--- config.mk ---
export PLATFORM = sky130hd
export DESIGN_NAME = ifk_fifo
export DESIGN_NICKNAME = d
export VERILOG_FILES = /design/src/hw/rtl/ifk_fifo.sv
export SDC_FILE = /design/constraint.sdc
export NUM_CORES = 1
export LEC_CHECK = 0
export BUFFER_PORTS_ARGS = -buffer_cell sky130_fd_sc_hd__buf_2
export CAP_MARGIN = 10
export CORE_MARGIN = 2
export CORE_UTILIZATION = 40
export CTS_CLUSTER_DIAMETER = 80
export CTS_CLUSTER_SIZE = 12
export DETAILED_ROUTE_END_ITERATION = 16
export GPL_ROUTABILITY_DRIVEN = 0
export GPL_TIMING_DRIVEN = 0
export PLACE_DENSITY_LB_ADDON = 0.25
export SYNTH_ARGS = -nofsm -noshare
export SYNTH_HDL_FRONTEND = slang
export SYNTH_SLANG_ARGS = --single-unit
--- constraint.sdc ---
create_clock -name i_clk -period 3.8 [get_ports i_clk]
set_input_delay 0.38 -clock i_clk [delete_from_list [all_inputs] [get_ports i_clk]]
set_output_delay 0.38 -clock i_clk [all_outputs]
set_load 0.05 [all_outputs]
--- src/hw/rtl/ifk_fifo.sv ---
// ----------------------------------------------------------------------------
// ifk_fifo: small register queue
// Push/pop queue with full and empty flags; data is taken from the head.
// ----------------------------------------------------------------------------
module ifk_fifo #(
    parameter int WIDTH = 8,
    parameter int DEPTH = 2
) (
    input  logic             i_clk,
    input  logic             i_rst_n,
    input  logic             i_push,
    input  logic [WIDTH-1:0] i_data,
    output logic             o_full,
    input  logic             i_pop,
    output logic [WIDTH-1:0] o_data,
    output logic             o_empty
);
    localparam int PW = (DEPTH > 1) ? $clog2(DEPTH) : 1;
    localparam int CNW = $clog2(DEPTH + 1);

    logic [WIDTH-1:0] r_mem [DEPTH];
    logic [PW-1:0]    r_wp, r_rp;
    logic [CNW-1:0]   r_cnt;
    logic             w_push, w_pop;

    assign o_full  = (r_cnt == CNW'(DEPTH));
    assign o_empty = (r_cnt == '0);
    assign w_push  = i_push && !o_full;
    assign w_pop   = i_pop && !o_empty;
    assign o_data  = r_mem[r_rp];

    // pointers and fill count
    always_ff @(posedge i_clk) begin
        if (!i_rst_n) begin
            r_wp  <= '0;
            r_rp  <= '0;
            r_cnt <= '0;
        end else begin
            if (w_push) begin
                r_wp <= (r_wp == PW'(DEPTH - 1)) ? '0 : r_wp + PW'(1);
            end
            if (w_pop) begin
                r_rp <= (r_rp == PW'(DEPTH - 1)) ? '0 : r_rp + PW'(1);
            end
            if (w_push && !w_pop) begin
                r_cnt <= r_cnt + CNW'(1);
            end else if (w_pop && !w_push) begin
                r_cnt <= r_cnt - CNW'(1);
            end
        end
    end

    // storage
    always_ff @(posedge i_clk) begin
        if (w_push) begin
            r_mem[r_wp] <= i_data;
        end
    end
endmodule

==> results.cfg <==
[worst_setup_path]
critPathArrivalTime_ns = 1.40
critPathLaunchType = flip-flop
crit_buf_inv = 2
slowest_stage = mux2_2
cp_cell_sequence = buf_2 -> mux2_2 -> buf_2
crit_type = flip-flop to output pin
required_ns = 3.42
crit_path_max_fanout = 8
cp_common_cell = buf_2
path_delay_family = buffers and inverters
crit_path_end_kind = output pin
max_stage_delay_ns = 0.36
r2r_slack_ns = 2.23

[pwr]
switchingPower_mw = 0.301
ir_drop_v = 0.000417
clkPwrFrac_pct = 13.8
power.leakage_nw = 0.387
internal-power_mw = 0.435
power_density_nw_per_um2 = 754
p_comb_share_pct = 43.8
swShare_pct = 40.9
p_seq_share_pct = 42.3

[synth]
yosysTopAreaCell = edfxtp_1
synthTopCellsByArea = edfxtp_1, dfxtp_1, mux2_2
yosysSeqAreaShare_pct = 71.7
synth_xor_area_share_pct = 3.25
netlist_area_sq_um = 810
muxShareOfSynthArea_pct = 11.1
synth_compound_area_share_pct = 4.02
synth_nets = 63
synth_top_area_share_pct = 59.4
synth_top_family_by_area = multiplexers
yosysWarnings = 0
syn_avg_cell_area_sq_um = 16.2
ys_ff_latch = 21
yosys.cell_types.count = 20
yosys.area_share.simple_pct = 6.80
synthAdderAreaFrac_pct = 1.55
syn_inst = 50

[routing]
routed_wl_mm = 1.12
vias_per_cell = 4.53
wl_per_cell_um = 11.0
drt_first_pass_iters = 4
drc = 0
drt_iter0_markers = 6
dr_total_vias = 462
ant_nets = 0

[clock_network]
ctsHoldBuffers = 0
root_buffer = clkbuf_4
path_clk_slew_ns = 0.11
clkSinkCount = 21
postCtsSetupRepairBufs = 0
cts_buffer_depth = 2
cts_buffers = 3
clkLatencyLatePin_ns = 0.29
cts_resized = 0
h-tree-depth = 1
cts_tree = yes

[floorplan]
rows = 16
start_util_pct = 41.7
die_w_um = 49.0
die-area_sq_um = 2400
core_area_sq_um = 1940
io_pins = 22
die_y_um = 49.0

[final_layout]
final_core_util_pct = 50.3
most-common-layout-cells = buf_2, edfxtp_1, mux2_2
drive_above_1_share_pct = 48.0
fin_nets = 89
syn2layout_area_growth_pct = 20.6
final_common_cell = buf_2
n_antenna_cell = 0
fillCellCount = 170
layoutNonFillerInstCount = 102

[placed_design]
dp_cells = 98
dp_hpwl_um = 773
dp_slack_ns = 2.23
portBuffers = 21

[sta]
fmaxAchievable_mhz = 562
finalCriticalPeriod_ns = 1.78
fin_setup_tns_ns = 0
hold_violations = 0
rsz0062_at_grt = no
fin_ws_ns = 2.02
fin_skew_ns = 0.00294
setup_violations = 0
period_share_pct = 46.9
drv_slew = 0
tightest_slew_ns = 0.683
relSlewSlack_pct = 54.2

[grt]
grt_max_degree = 13
grt_pass1_wl_mm = 1.84
antenna_found_initial = 0
grt_overflow_total = 0
grt_pass1_vias = 425
grtUsageTotal_pct = 10.4

[hold_path]
hold_class = input pin to flip-flop

[run]
maxCapViolations = 0

[status]
status = finished, final reports clean
worst register-to-register path, delay by kind of cell, from the launching register on:
kind | cells | cell delay, ns
AO/OA/AOI/OAI | 1 | 0.14
adder cells (fa/ha/maj) | 1 | 0.26
buffers and inverters | 1 | 0.06
flip-flops | 1 | 0.42
AND/OR/NAND/NOR | 3 | 0.62
synth_stat cells:
library cell,n
a21boi_0,1
a21boi_1,1
and2_1,3
and3_1,1
buf_2,1
dfxtp_1,5
edfxtp_1,16
ha_1,1
inv_1,1
inv_2,1
mux2_2,8
nand2b_1,1
nor2_1,2
nor3_2,1
o21a_1,1
o21ai_0,1
o21ai_1,1
or3_1,1
xnor2_1,2
xor2_1,1
stage by stage:
stage	instance area, sq um	power (mW)	hold slack (ns)
3_5_place_dp	948	0.641	0.516
6_report	976	0.736	0.267
5_1_grt	976	0.779	0.248
3_3_place_gp	948	0.638	0.503
4_1_cts	976	0.745	0.255
2_1_floorplan	810	0.579	0.479
worst paths after layout:
path                                 from           to  depth (start not counted)
worst min register to register   r_cnt[1]     r_cnt[1]                          2
worst max-delay path            flip-flop    o_data[1]                          3
worst min-delay path            i_data[1]  r_mem[1][1]                          1
worst max register to register   r_cnt[0]     r_cnt[1]                          6
cell type report:
type                    instances  area (sq um)  area share [%]
inverters                       2          7.51           0.769
flip-flops and latches         21           581            59.5
clock inverters                 1          5.00           0.513
clock buffers                   3          22.5            2.31
well taps                      27          33.8            3.46
plain buffers                   1          5.00           0.513
multi-input cells              26           216            22.2
repair buffers                 21           105            10.8
layer usage:
metal | track usage (%) | vias to the layer above | wire, um
met5 | 0 | - | 0
met4 | 8.57 | 0 | 14
met3 | 2.15 | 2 | 47
met2 | 15.3 | 11 | 558
met1 | 13.3 | 218 | 501
li1 | - | 231 | -
state kept, by name, summed over array words and instances, names as in the netlist, named ones only:
name and flops:
r_mem 16, r_cnt 2, r_rp 1, r_wp 1
power groups by stage:
stage	Clock, mW	Combinational (mW)	Sequential [mW]
after global placement	0	0.322	0.316
after CTS	0.107	0.327	0.312
after global routing	0.116	0.346	0.316
after floorplan	0	0.266	0.313
after detailed placement	0	0.325	0.317
final	0.102	0.322	0.311
logic make-up after synthesis:
kind of cell	Yosys count
flip-flops	21
AND/OR/NAND/NOR	9
multiplexers	8
AO/OA/AOI/OAI	5
XOR/XNOR	3
buffers and inverters	3
adder cells (fa/ha/maj)	1
(Power assumes the default switching activity.)
