File: config.mk
export PLATFORM = sky130hd
export DESIGN_NAME = ifk_mul
export DESIGN_NICKNAME = d
export VERILOG_FILES = /design/src/hw/rtl/ifk_pkg.sv /design/src/hw/rtl/ifk_mul.sv
export SDC_FILE = /design/constraint.sdc
export NUM_CORES = 1
export LEC_CHECK = 0
export BUFFER_PORTS_ARGS = -buffer_cell sky130_fd_sc_hd__buf_2
export CAP_MARGIN = 20
export CORE_MARGIN = 2
export CORE_UTILIZATION = 54
export DETAILED_ROUTE_END_ITERATION = 6
export PLACE_DENSITY = 0.77
export SLEW_MARGIN = 15
export SYNTH_ARGS = -nofsm -noshare
export SYNTH_HDL_FRONTEND = slang
export SYNTH_SLANG_ARGS = --single-unit
File: constraint.sdc
create_clock -name i_clk -period 4 [get_ports i_clk]
set_input_delay 0.2 -clock i_clk [delete_from_list [all_inputs] [get_ports i_clk]]
set_output_delay 0.2 -clock i_clk [all_outputs]
set_load 0.05 [all_outputs]
File: src/hw/rtl/ifk_pkg.sv
// ----------------------------------------------------------------------------
// ifk_pkg: shared types and constants of the indenter force kernel
// Fixed formats, register codes, the front/back item, the result record,
// the sequencer states and the multiplier request/response bundles.
// ----------------------------------------------------------------------------
package ifk_pkg;

    // coordinate format: signed Q16.16, stiffness unsigned Q16.16
    localparam int CW = 32;
    localparam int FB = 16;
    // force Q24.24, energy Q31.32 (63 bits), reaction Q32.32
    localparam int FW = 48;
    localparam int FMW = FW - 1;
    localparam int EW = 63;
    localparam int RW = 64;
    // penetration depth, its square and cube
    localparam int MW = CW + 1;
    localparam int M2W = 2 * MW;
    localparam int M3W = 3 * MW;
    // serial multiplier operands and accumulator
    localparam int MA_W = M3W;
    localparam int MB_W = MW;
    localparam int MP_W = M3W + 2;
    localparam int THR_W = 7;
    // result shifts
    localparam int F_SHIFT = 3 * FB - 24;
    localparam int E_SHIFT = 4 * FB - 32;
    // divider: numerator is fmag * |d|, quotient below 2^FW
    localparam int NUM_W = FMW + CW;
    localparam int DIV_STEPS = FW;
    // saturation thresholds for the serial multiplier (product >= 2^thr)
    localparam logic [THR_W-1:0] THR_NONE = THR_W'(MP_W - 1);
    localparam logic [THR_W-1:0] THR_F = THR_W'(F_SHIFT + FMW);
    localparam logic [THR_W-1:0] THR_E = THR_W'(E_SHIFT + EW);
    localparam logic [FMW-1:0] FMAX = '1;
    localparam logic [EW-1:0] EMAX = '1;
    // floor(k/3) = (k * RECIP3) >> 33
    localparam logic [CW-1:0] RECIP3 = 32'hAAAA_AAAB;
    localparam int K3_SHIFT = 33;
    localparam int K3W = 2 * CW - K3_SHIFT;

    // configuration register indexes
    typedef enum logic [2:0] {
        CFG_STYLE  = 3'd0,
        CFG_SIDE   = 3'd1,
        CFG_AXIS   = 3'd2,
        CFG_CX     = 3'd3,
        CFG_CY     = 3'd4,
        CFG_CZ     = 3'd5,
        CFG_RADIUS = 3'd6,
        CFG_STIFF  = 3'd7
    } t_cfg_idx;

    localparam logic [1:0] STY_SPHERE = 2'd0;
    localparam logic [1:0] STY_CYL    = 2'd1;
    localparam logic [1:0] STY_PLANE  = 2'd2;
    localparam logic [1:0] AX_X = 2'd0;
    localparam logic [1:0] AX_Y = 2'd1;
    localparam logic [1:0] AX_Z = 2'd2;

    typedef struct packed {
        logic [1:0]           style;
        logic                 side;
        logic [1:0]           axis;
        logic [2:0][CW-1:0]   center;
        logic signed [CW-1:0] radius;
        logic [CW-1:0]        stiff;
    } t_cfg;

    // classified request handed from front to back
    typedef struct packed {
        logic [2:0][CW-1:0] ad;
        logic [2:0]         dneg;
        logic               in_group;
        logic               clear;
        logic               plane_hit;
        logic [MW-1:0]      plane_m;
    } t_item;

    typedef struct packed {
        logic [2:0][FW-1:0] frc;
        logic               contact;
        logic [EW-1:0]      energy;
        logic [2:0][RW-1:0] reac;
    } t_res;

    typedef enum logic [2:0] {
        BS_IDLE,
        BS_SQ,
        BS_SQRT,
        BS_CMP,
        BS_MGO,
        BS_MWAIT,
        BS_DIV,
        BS_FIN
    } t_bstate;

    typedef enum logic [2:0] {
        MOP_M2,
        MOP_F,
        MOP_M3,
        MOP_E,
        MOP_N
    } t_mop;

    typedef struct packed {
        logic             start;
        logic [MA_W-1:0]  a;
        logic [MB_W-1:0]  b;
        logic [THR_W-1:0] thr;
    } t_mul_req;

    typedef struct packed {
        logic            done;
        logic [MP_W-1:0] prod;
        logic            big;
    } t_mul_rsp;

    // axis code 3 behaves as z
    function automatic logic [1:0] axis_norm(input logic [1:0] axis);
        return (axis == 2'd3) ? AX_Z : axis;
    endfunction

endpackage

File: src/hw/rtl/ifk_mul.sv
// ----------------------------------------------------------------------------
// ifk_mul: serial saturating multiplier
// Shift-add multiply, one multiplier bit per cycle, most significant first.
// A sticky flag reports a product at or above 2^thr.
// ----------------------------------------------------------------------------
module ifk_mul (
    input  logic              i_clk,
    input  logic              i_rst_n,
    input  ifk_pkg::t_mul_req i_req,
    output ifk_pkg::t_mul_rsp o_rsp
);
    localparam int CNTW = $clog2(ifk_pkg::MB_W);

    logic                      r_busy, r_done, r_big;
    logic [CNTW-1:0]           r_cnt;
    logic [ifk_pkg::MP_W-1:0]  r_acc, r_mask;
    logic [ifk_pkg::MA_W-1:0]  r_a;
    logic [ifk_pkg::MB_W-1:0]  r_b;
    logic [ifk_pkg::MP_W-1:0]  w_nacc;

    assign w_nacc = {r_acc[ifk_pkg::MP_W-2:0], 1'b0}
                  + (r_b[ifk_pkg::MB_W-1] ? ifk_pkg::MP_W'(r_a) : '0);

    assign o_rsp.done = r_done;
    assign o_rsp.prod = r_acc;
    assign o_rsp.big  = r_big;

    // control
    always_ff @(posedge i_clk) begin
        if (!i_rst_n) begin
            r_busy <= 1'b0;
            r_done <= 1'b0;
            r_cnt  <= '0;
        end else begin
            r_done <= 1'b0;
            if (i_req.start) begin
                r_busy <= 1'b1;
                r_cnt  <= '0;
            end else if (r_busy) begin
                r_cnt <= r_cnt + CNTW'(1);
                if (r_cnt == CNTW'(ifk_pkg::MB_W - 1)) begin
                    r_busy <= 1'b0;
                    r_done <= 1'b1;
                end
            end
        end
    end

    // datapath
    always_ff @(posedge i_clk) begin
        if (i_req.start) begin
            r_a    <= i_req.a;
            r_b    <= i_req.b;
            r_acc  <= '0;
            r_big  <= 1'b0;
            r_mask <= {ifk_pkg::MP_W{1'b1}} << i_req.thr;
        end else if (r_busy) begin
            r_acc <= w_nacc;
            r_b   <= r_b << 1;
            r_big <= r_big || ((w_nacc & r_mask) != '0);
        end
    end
endmodule

==> impl_metrics.json, run 1 <==
{
  "synth-warning-count": 0,
  "postGrtWorstEndpoint": "r_big$_SDFFE_PP0P_/D",
  "worst-ep-kind": "register data pin",
  "ys.flop_type": "edfxtp_1",
  "numCtsBuffers": 38,
  "placed_cells": 3849,
  "synth-seq-area-share": 0.411,
  "clk_path_buf_depth": 3,
  "place_area_mm2": 0.0297,
  "grt_max_degree": 122,
  "lastStage": "global routing",
  "syn_nets": 2663,
  "yosys-top-cells-area": "edfxtp_1, dfxtp_1, ha_1",
  "synth_edf_count": 233,
  "tool.error": "[ERROR GRT-0232] Routing congestion too high. Check the congestion heatmap in the GUI.",
  "die_w_um": 208,
  "synth_cell_types": 107,
  "post-dp-hpwl_um": 75800,
  "cts-root-buf": "clkbuf_16",
  "initial_core_util": 0.547,
  "async_flop_share": 0,
  "synth_top_area_frac": 0.312,
  "io_buffers": 244,
  "synth_area_mm2": 0.0224,
  "io_pins": 245,
  "clock-sinks": 343,
  "syn-instance-count": 2420,
  "grt.total_usage": 0.716,
  "avgSynthCellArea_um2": 9.26,
  "synth_seq_cells": 343,
  "gp_congestion": 1.03,
  "status": "stopped before the end",
  "fp.dieH_um": 208,
  "grt_overflow": 179,
  "yosysTopAreaCell": "edfxtp_1",
  "std_cell_rows": 74,
  "cts_max_level": 2
}
==> cells by family after synthesis <==
family / after synthesis / synth area share
flops: 343 / 0.411
fa+ha+maj: 101 / 0.0567
compound gates: 647 / 0.188
mux: 136 / 0.0628
buf+inv: 183 / 0.0371
xor+xnor: 100 / 0.0391
simple gates: 910 / 0.206
==> through the flow <==
stage,TNS (ns),worst slack [ns]
4_1_cts,-3.39,-0.590
3_3_place_gp,-8.45,-1.02
2_1_floorplan,0,0.00557
3_5_place_dp,-13.59,-1.12
==> timing repair <==
action,CTS
hold endpoints to repair,135
gates cloned,2
setup buffers,42
resized for setup,283
pin swaps,92
setup endpoints to repair,38
hold buffers,133
==> synthesized netlist by cell type (all sizes together), types with 14 or more instances <==
| cell type | instances |
|---|---|
| nor2b | 21 |
| o211ai | 14 |
| mux2i | 99 |
| o21a | 39 |
| buf | 54 |
| clkbuf | 86 |
| nand4 | 67 |
| nor2 | 245 |
| o21ai | 190 |
| mux2 | 37 |
| xor2 | 37 |
| or3 | 15 |
| and2 | 114 |
| inv | 43 |
| a21oi | 202 |
| nand3 | 61 |
| a22oi | 14 |
| dfxtp | 110 |
| nor4 | 15 |
| and3 | 25 |
| xnor2 | 63 |
| a21o | 14 |
| ha | 100 |
| a31oi | 30 |
| nor3 | 52 |
| or2 | 23 |
| o31ai | 15 |
| o21bai | 17 |
| edfxtp | 233 |
| nand2 | 217 |
==> routing by layer <==
metal | GRT usage | overflow
met1 | 0.741 | 0
met2 | 0.898 | 83
met3 | 0.508 | 3
met4 | 0.731 | 93
met5 | 0.143 | 0
==> run 2: changes to the inputs <==
CORE_UTILIZATION = 40   (was 54)
PLACE_DENSITY = default   (was 0.77)
PLACE_DENSITY_LB_ADDON = 0.15   (was default)
clock period = 5.2 ns   (was 4 ns; I/O delays follow)
==> run 2 against run 1 <==
- the flow now finishes without violations
- synthesized cell count is the same
- area after synthesis stayed put
==> impl_metrics.json, run 2 <==
{
  "clk_path_buf_depth": 3,
  "grt_max_degree": 130,
  "power.density_mw_per_mm2": 308,
  "final_common_cell": "buf_2",
  "antenna_found_initial": 0,
  "path_cells": "buf_12 -> buf_12 -> and2_1 -> ha_1 -> and2_4 -> a221oi_2 -> a21oi_2 -> nor2_1 -> o211ai_1 -> buf_4 -> a21oi_1 -> o21bai_2 -> xnor2_1 -> o221ai_1 -> nor4_4 -> buf_4 -> nand4_2 -> nor3_1 -> a311oi_2",
  "cts-root-buf": "clkbuf_16",
  "finClkSkew_ns": 0.0172,
  "synth_cell_types": 107,
  "die_w_um": 241,
  "tightest_slew_ns": 1.04,
  "cts_tree": "yes",
  "dieArea_mm2": 0.0579,
  "synth-warning-count": 0,
  "required_ns": 5.63,
  "routed-via-count": 21100,
  "fin_cells": 3662,
  "io_buffers": 244,
  "finalSetupViolations": 0,
  "cap_violations": 0,
  "post-dp-hpwl_um": 74800,
  "clkLatencyLatePin_ns": 0.59,
  "ant_nets": 0,
  "status": "finished clean",
  "fp.dieH_um": 241,
  "largestRegisters": "r_acc x101, r_mask x101, r_a x99",
  "synth_area_mm2": 0.0224,
  "avgSynthCellArea_um2": 9.26,
  "synth-seq-area-share": 0.411,
  "fin_worst_hold_slack_ns": 0.0275,
  "grt_pass1_vias": 20600,
  "routed_wl_um": 93300,
  "drive_above_1_share": 0.223,
  "crit_buf_inv": 4,
  "numCtsBuffers": 41,
  "initial_core_util": 0.406,
  "final_cell_mix": "buf_2, nor2_1, edfxtp_1",
  "critPathMaxFanout": 38,
  "cp_slowest_cell": "xnor2_1",
  "std_cell_rows": 86,
  "drc": 0,
  "grt_pass1_wl_um": 135000,
  "ys.flop_type": "edfxtp_1",
  "finalHoldViolCount": 0,
  "grt_overflow": 0,
  "fmax_ghz": 0.196,
  "drt_iter0_drc": 1831,
  "ir_worst_vdd_mv": 0.274,
  "synth_seq_cells": 343,
  "n_fill_cell": 5291,
  "async_flop_share": 0,
  "synthTopCellsByCount": "nor2_1, edfxtp_1, nand2_1",
  "start_kind": "register",
  "cts_max_level": 2,
  "synth_edf_count": 233,
  "relSlewSlack": 0.298,
  "dr.pass1.iters": 5,
  "fp.coreArea_mm2": 0.0552,
  "fin_nets": 3125,
  "syn_nets": 2663,
  "n_antenna_cell": 0,
  "tns_ns": 0,
  "hold_class": "primary input to register",
  "vias_per_cell": 5.77,
  "final.period_utilization": 0.981,
  "yosysMostFrequentCell": "nor2_1",
  "critPathMaxStageDelay_ns": 0.49,
  "end_kind": "register",
  "gp_congestion": 0.982,
  "avgRoutedWirePerCell_um": 25.5,
  "rsz0062_at_grt": "false",
  "path_class": "register to register",
  "period_needed_ns": 5.10,
  "synth_top_area_frac": 0.312,
  "finalInstanceArea_mm2": 0.0282,
  "fin_util": 0.512,
  "grt.total_usage": 0.316,
  "clock-sinks": 343,
  "syn-instance-count": 2420,
  "cp_data_arrival_time_ns": 5.53,
  "yosysTopAreaCell": "edfxtp_1",
  "io_pins": 245,
  "place_area_mm2": 0.0253,
  "drv_slew": 0,
  "synthToLayoutAreaGrowth_pct": 26.1,
  "yosys-top-cells-area": "edfxtp_1, dfxtp_1, ha_1",
  "cts.reportedPaths.clkPinSlew_ns": 0.06,
  "placed_cells": 3446,
  "power.leakage_nw": 11.3,
  "path_delay_family": "compound AO/OA/AOI/OAI gates"
}
-- run 2: what timing repair did --
action / CTS / global route
setup buffers: 2 / 8
hold endpoints to repair: 131 / 0
setup endpoints to repair: 1 / 2
hold buffers: 131 / 0
pin swaps: 1 / 10
resized for setup: 9 / 45
-- run 2: final cells by class --
class,count,area (um^2),share of cell area
repair buffers,559,3990,0.141
inverters,43,161,0.00571
clock inverters,23,228,0.00806
multi-input cells,1894,12600,0.447
clock buffers,52,1110,0.0392
flip-flops and latches,343,9200,0.326
well taps,748,936,0.0331
-- run 2: path summary, 6_finish.rpt --
kind                           start                       to  slack [ns]  cells after the start
min reg2reg  r_acc[100]$_SDFFE_PP0P_  r_acc[100]$_SDFFE_PP0P_        0.48                      2
max reg2reg        r_b[32]$_DFFE_PP_       r_big$_SDFFE_PP0P_        0.10                     19
min                        i_req[11]         r_b[4]$_DFFE_PP_        0.03                      2
max                r_b[32]$_DFFE_PP_       r_big$_SDFFE_PP0P_        0.10                     19
-- run 2: through the flow --
stage	setup WS, ns	power, mW
2_1_floorplan	0.989	4.78
3_3_place_gp	-0.825	5.70
3_5_place_dp	-0.783	5.70
4_1_cts	0.0314	8.71
5_1_grt	0.00642	9.04
6_report	0.101	8.71
-- run 2: power breakdown --
group	switching, mW	leakage [nW]	internal [mW]
Combinational	1.60	7.41	0.882
Sequential	0.154	3.18	3.17
Clock	1.24	0.659	1.67
-- run 2: cells by family after synthesis --
group / after synthesis / synth area share
AND/OR/NAND/NOR: 910 / 0.206
adder cells (fa/ha/maj): 101 / 0.0567
XOR/XNOR: 100 / 0.0391
AO/OA/AOI/OAI: 647 / 0.188
buffers and inverters: 183 / 0.0371
flip-flops: 343 / 0.411
multiplexers: 136 / 0.0628
-- run 2: per-layer routing --
metal	wire length, um	vias up	share of wire	global-route usage
li1	-	9907	-	-
met1	41900	10300	0.45	0.440
met2	42900	766	0.46	0.515
met3	5560	142	0.060	0.0351
met4	2980	0	0.032	0.0967
met5	0	-	0	0
(Power assumes the default switching activity.)
